### config.mk
export PLATFORM = sky130hd
export DESIGN_NAME = tabu_list_fifo_match
export DESIGN_NICKNAME = d
export VERILOG_FILES = /design/src/rtl/core/tlfm_pkg.sv /design/src/rtl/core/tlfm_cell.sv /design/src/rtl/core/tabu_list_fifo_match.sv
export SDC_FILE = /design/constraint.sdc
export NUM_CORES = 1
export LEC_CHECK = 0
export BUFFER_PORTS_ARGS = -buffer_cell sky130_fd_sc_hd__buf_2
export CORE_ASPECT_RATIO = 0.6
export CORE_MARGIN = 1
export CORE_UTILIZATION = 63
export DETAILED_ROUTE_END_ITERATION = 12
export HOLD_SLACK_MARGIN = 0.02
export PLACE_DENSITY = 0.8
export SLEW_MARGIN = 5
export SYNTH_ARGS = -nofsm -noshare
export SYNTH_HDL_FRONTEND = slang
export SYNTH_SLANG_ARGS = --single-unit
### constraint.sdc
create_clock -name clk -period 31.2 [get_ports clk]
set_input_delay 3.12 -clock clk [delete_from_list [all_inputs] [get_ports clk]]
set_output_delay 3.12 -clock clk [all_outputs]
set_load 0.03 [all_outputs]
### src/rtl/core/tlfm_pkg.sv
// Package: shared types and constants of the tabu list
package tlfm_pkg;

    localparam int KIND_W         = 8;
    localparam int LIMIT_W        = 5;
    localparam int DEPTH_DEF      = 16;
    localparam int INDEX_BITS_DEF = 10;

    localparam logic [LIMIT_W-1:0] LIMIT_RESET = 5'd16;

    localparam logic MODE_QUERY  = 1'b0;
    localparam logic MODE_INSERT = 1'b1;

    typedef struct packed {
        logic shift;
        logic load;
        logic query;
        logic ordered;
    } cell_ctrl_t;

endpackage

### src/rtl/core/tlfm_cell.sv
// One list cell: holds one entry, shifts it onward on insert, matches queries
module tlfm_cell import tlfm_pkg::*;
#(
    parameter int INDEX_BITS = INDEX_BITS_DEF
)
(
    input  logic                  clk,
    input  cell_ctrl_t            ctrl,
    input  logic                  live,
    input  logic [KIND_W-1:0]     prev_kind,
    input  logic [INDEX_BITS-1:0] prev_first,
    input  logic [INDEX_BITS-1:0] prev_second,
    input  logic [KIND_W-1:0]     q_kind,
    input  logic [INDEX_BITS-1:0] q_first,
    input  logic [INDEX_BITS-1:0] q_second,
    output logic [KIND_W-1:0]     kind,
    output logic [INDEX_BITS-1:0] first,
    output logic [INDEX_BITS-1:0] second,
    output logic                  hit
);

    logic [KIND_W-1:0]     kind_reg;
    logic [INDEX_BITS-1:0] first_reg;
    logic [INDEX_BITS-1:0] second_reg;
    logic                  hit_reg;
    logic                  hit_next;
    logic                  exact;
    logic                  swapped;

    assign exact    = (first_reg == q_first) && (second_reg == q_second);
    assign swapped  = (first_reg == q_second) && (second_reg == q_first);
    assign hit_next = ctrl.query && live && (kind_reg == q_kind)
                      && (exact || (!ctrl.ordered && swapped));

    always_ff @(posedge clk)
    begin
        if (ctrl.shift)
        begin
            kind_reg   <= prev_kind;
            first_reg  <= prev_first;
            second_reg <= prev_second;
        end
        if (ctrl.load)
        begin
            hit_reg <= hit_next;
        end
    end

    assign kind   = kind_reg;
    assign first  = first_reg;
    assign second = second_reg;
    assign hit    = hit_reg;

endmodule

### src/rtl/core/tabu_list_fifo_match.sv
// Top level: bounded FIFO tabu list built as a shifting chain of match cells
//
//  channel | signals                                         | direction
//  --------+-------------------------------------------------+----------
//  in      | in_valid, in_stall, mode, move_kind, indices,   | sink
//          | ordered_only                                    |
//  out     | out_valid, out_stall, is_forbidden, entries_held| source
//  cfg     | cfg_we, cfg_wdata (list_limit)                  | sink
//
// One beat per cycle while in_stall is low; each result is registered in the
// per-cell match register and then in the output register of the OR stage behind it.
// Reset clears the fill count and pipeline valids; list_limit returns to 16.
// A stalled result holds a valid middle stage, and in_stall is raised combinationally while it holds.
module tabu_list_fifo_match import tlfm_pkg::*;
#(
    parameter int DEPTH      = DEPTH_DEF,
    parameter int INDEX_BITS = INDEX_BITS_DEF
)
(
    input  logic                             clk,
    input  logic                             rst_n,
    input  logic                             cfg_we,
    input  logic [LIMIT_W-1:0]               cfg_wdata,
    input  logic                             in_valid,
    output logic                             in_stall,
    input  logic                             mode,
    input  logic [KIND_W-1:0]                move_kind,
    input  logic [INDEX_BITS-1:0]            index_first,
    input  logic [INDEX_BITS-1:0]            index_second,
    input  logic                             ordered_only,
    output logic                             out_valid,
    input  logic                             out_stall,
    output logic                             is_forbidden,
    output logic [$clog2(DEPTH+1)-1:0]       entries_held
);

    localparam int CNT_W = $clog2(DEPTH + 1);

    logic [LIMIT_W-1:0] limit_reg;
    logic [CNT_W-1:0]   fill_reg;
    logic [CNT_W-1:0]   fill_next;
    logic [CNT_W-1:0]   lim_eff;
    logic               a_valid_reg;
    logic [CNT_W-1:0]   a_held_reg;
    logic               out_valid_reg;
    logic               is_forbidden_reg;
    logic [CNT_W-1:0]   entries_held_reg;

    logic               accept;
    logic               a_advance;
    logic               do_shift;
    cell_ctrl_t         ctrl;

    logic [KIND_W-1:0]     chain_kind   [DEPTH+1];
    logic [INDEX_BITS-1:0] chain_first  [DEPTH+1];
    logic [INDEX_BITS-1:0] chain_second [DEPTH+1];
    logic [DEPTH-1:0]      cell_hit;
    logic [DEPTH-1:0]      cell_live;

    assign lim_eff = (32'(limit_reg) > DEPTH) ? CNT_W'(DEPTH) : CNT_W'(limit_reg);

    assign a_advance = a_valid_reg && (!out_valid_reg || !out_stall);
    assign in_stall  = a_valid_reg && !a_advance;
    assign accept    = in_valid && !in_stall;
    assign do_shift  = accept && (mode == MODE_INSERT) && (lim_eff != '0);

    always_comb
    begin
        fill_next = fill_reg;
        if (do_shift)
        begin
            fill_next = (fill_reg >= lim_eff) ? lim_eff : fill_reg + 1'b1;
        end
    end

    assign ctrl.shift   = do_shift;
    assign ctrl.load    = accept;
    assign ctrl.query   = (mode == MODE_QUERY);
    assign ctrl.ordered = ordered_only;

    assign chain_kind[0]   = move_kind;
    assign chain_first[0]  = index_first;
    assign chain_second[0] = index_second;

    // cell 0 holds the newest entry
    for (genvar k = 0; k < DEPTH; k++)
    begin : g_cell
        assign cell_live[k] = (fill_reg > CNT_W'(k));

        tlfm_cell #(
            .INDEX_BITS (INDEX_BITS)
        ) u_cell (
            .clk         (clk),
            .ctrl        (ctrl),
            .live        (cell_live[k]),
            .prev_kind   (chain_kind[k]),
            .prev_first  (chain_first[k]),
            .prev_second (chain_second[k]),
            .q_kind      (move_kind),
            .q_first     (index_first),
            .q_second    (index_second),
            .kind        (chain_kind[k+1]),
            .first       (chain_first[k+1]),
            .second      (chain_second[k+1]),
            .hit         (cell_hit[k])
        );
    end

    always_ff @(posedge clk or negedge rst_n)
    begin
        if (!rst_n)
        begin
            limit_reg     <= LIMIT_RESET;
            fill_reg      <= '0;
            a_valid_reg   <= 1'b0;
            out_valid_reg <= 1'b0;
        end
        else
        begin
            if (cfg_we)
            begin
                limit_reg <= cfg_wdata;
            end
            fill_reg <= fill_next;
            if (accept)
            begin
                a_valid_reg <= 1'b1;
            end
            else if (a_advance)
            begin
                a_valid_reg <= 1'b0;
            end
            if (a_advance)
            begin
                out_valid_reg <= 1'b1;
            end
            else if (!out_stall)
            begin
                out_valid_reg <= 1'b0;
            end
        end
    end

    always_ff @(posedge clk)
    begin
        if (accept)
        begin
            a_held_reg <= fill_next;
        end
        if (a_advance)
        begin
            is_forbidden_reg <= |cell_hit;
            entries_held_reg <= a_held_reg;
        end
    end

    assign out_valid    = out_valid_reg;
    assign is_forbidden = is_forbidden_reg;
    assign entries_held = entries_held_reg;

endmodule

==> key figures <==
CTS
  • CTS buffer count: 44
  • Post-CTS Resized: 0
  • Hold Buf Count CTS: 0
  • Clock net sink count: 487
  • Post-CTS Setup Inserts: 0
  • H-Tree Depth: 2
  • Worst-Skew Late Latency: 0.58 ns
  • CTS Root Cell: clkbuf_16
  • CTS clk-pin slew, worst paths: 0.06 ns
  • CTS tree: built
  • Clock Path Buffers: 3

Synth
  • Mapped Nets: 1784
  • Warnings from Yosys: 0
  • Ys async rst share: 2.46%
  • Seq/Total Area, Yosys: 59.8%
  • Avg Cell Area, Syn: 14.0 um^2
  • Synthesized flop and latch total: 487
  • Unique cell type count in the Yosys netlist: 43
  • Ys flop type: edfxtp_1
  • Mapped cell area: 24400 um^2
  • Post-synth EDFFs: 475
  • Post-Syn Instances: 1734

Timing
  • Final setup margin: 24.45 ns
  • Crit share post-route: 21.6%
  • Hold Fails Final Rpt: 0
  • RSZ-0062 raised after global routing: no
  • Hold Slack: 0.415 ns
  • Final Critical Period: 6.75 ns
  • Max-Slew Margin vs Limit: 24.2%
  • Worst slew pin tran: 1.14 ns
  • Max Freq: 148 MHz
  • Setup Skew: 0.0351 ns
  • Final setup viols: 0
  • Setup TNS: 0 ns
  • Final Slew Violations: 0

Worst setup path
  • CP required: 28.08 ns
  • Family with the most delay on the worst path: buffers and inverters
  • Slowest CP cell: buf_2
  • Critical Path End Type: output pin
  • Cell mode on critical path: buf_2
  • Data arrival, critical path: 3.63 ns
  • CP Launch Type: primary input
  • WP buf/inv: 3
  • Critical path fanouts, max: 4
  • Reg-to-reg slack, setup: 27.24 ns
  • Worst-path cell chain: buf_2 > nand3_1 > inv_1 > buf_2
  • Kind of critical path: primary input to output pin
  • CP max stage delay: 0.19 ns

Floorplan
  • Rows: 55
  • Die footprint: 39500 um^2
  • IO Count: 48
  • Initial cell density of the core: 64.2%
  • Chip width: 256 um
  • Die height: 154 um
  • Core area: 37900 um^2

Detailed routing
  • Via count: 14.6k
  • Residual DRC: 0
  • Vias per cell: 6.37
  • ANT nets after route: 0
  • Wire per inst: 27.1 um
  • WL final: 62.2 mm
  • DR pass1 iterations: 5
  • DR iter-0 viols: 1987

Global route
  • Vias in the first global route: 14.3k
  • Largest net degree at the start of global routing: 203
  • Initial antenna violation count: 2
  • First-pass GRT wire length: 91.7 mm
  • Total GRT Usage: 31.8%
  • Total congestion overflow: 0

Placed design
  • PortBufs: 47
  • Placed Area: 24800 um^2
  • Placement Setup Slack: 24.37 ns
  • Detail Placement HPWL: 39.5 mm
  • Routability congestion estimate: 0.896

Worst hold path
  • Hold Crit Class: flop to flop

Run
  • Max Cap Viol: 0

Cells and area
  • Final core occ: 69.3%
  • Layout cell share with drive strength beyond 1: 9.03%
  • # nets final: 1801
  • Final Cell Area: 26300 um^2
  • Fillers: 2501
  • Area grow syn2layout: 7.87%

Power
  • Worst VDD drop: 0.0357 mV
  • Pwr dens: 59.1 nW/um^2
  • LEAKAGE: 8.60 nW

Status
  • Status: finished clean
synthesized netlist by cell type (9+ instances only):
master | n | share of area, %
ha_1 | 10 | 0.51
edfxtp_1 | 475 | 59
nor4_1 | 92 | 2.4
buf_6 | 20 | 0.92
or4_1 | 13 | 0.40
clkbuf_1 | 13 | 0.20
nand3_1 | 25 | 0.51
a21oi_1 | 20 | 0.41
nand4_1 | 99 | 2.5
nor3_1 | 40 | 0.82
xor2_1 | 446 | 16
buf_2 | 52 | 1.1
xnor2_1 | 322 | 12
dfrtp_1 | 11 | 1.1
buf_4 | 12 | 0.37
nand2_1 | 9 | 0.14
cells in the final DEF (no fill, tap or decap), types with 7 or more instances in the layout:
| cell | instances |
|---|---|
| edfxtp_1 | 475 |
| xor2_1 | 446 |
| xnor2_1 | 322 |
| nand4_1 | 99 |
| nor4_1 | 92 |
| buf_2 | 47 |
| clkbuf_16 | 45 |
| nor3_1 | 40 |
| nand3_1 | 25 |
| buf_4 | 23 |
| a21oi_1 | 19 |
| or4_1 | 13 |
| dfrtp_1 | 11 |
| ha_1 | 10 |
| nand2_1 | 9 |
| clkinv_2 | 9 |
| inv_1 | 8 |
| nor4_2 | 7 |
through the flow:
step	total power, mW	instances
2_1_floorplan	0.967	1734
5_1_grt	1.59	2296
3_5_place_dp	1.00	2218
4_1_cts	1.55	2296
6_report	1.55	2298
3_3_place_gp	0.992	2217
cells by family after synthesis:
family                   count (synthesis)  share of synthesized area, %
buffers and inverters                  110                          2.76
XOR/XNOR                               768                          27.6
AO/OA/AOI/OAI                           49                          1.40
adder cells (fa/ha/maj)                 10                         0.514
AND/OR/NAND/NOR                        300                          7.48
multiplexers                            10                         0.442
flip-flops                             487                          59.8
routing by layer:
layer | GRT usage (%) | routed length (um) | vias to the layer above
met5 | 0 | 11 | -
met4 | 8.84 | 1570 | 2
met3 | 11.4 | 9570 | 126
met2 | 42.1 | 24800 | 1021
met1 | 49.0 | 26200 | 7240
li1 | - | - | 6259
final timing paths:
kind | to | startpoint | cells after the start
worst min register to register | entries_held[4]$_DFFE_PP_ | a_held_reg[4]$_DFFE_PP_ | 0
worst min-delay path | entries_held[4]$_DFFE_PP_ | a_held_reg[4]$_DFFE_PP_ | 0
max in group asynchronous | limit_reg[4]$_DFFE_PN1P_ | rst_n | 1
worst max register to register | g_cell[11].u_cell.first[5]$_DFFE_PN_ | out_valid$_DFFE_PN0P_ | 6
min in group asynchronous | limit_reg[1]$_DFFE_PN0P_ | rst_n | 1
worst max-delay path | in_stall | out_stall | 4
layout make-up:
class	instances	area, um^2	share of cell area [%]
antenna	2	5.00	0.0190
sequential	487	14600	55.4
inverter	8	30.0	0.114
clock buffer	50	1140	4.36
tap	513	642	2.44
multi-input combinational	1137	9140	34.8
timing repair buffer	73	458	1.74
clock inverter	28	299	1.14
report_power, final:
part           total (mW)  switching [mW]  internal [mW]
clock               0.557           0.249          0.308
sequential          0.804          0.0443          0.759
combinational       0.191           0.120         0.0715
(Power assumes the default switching activity.)
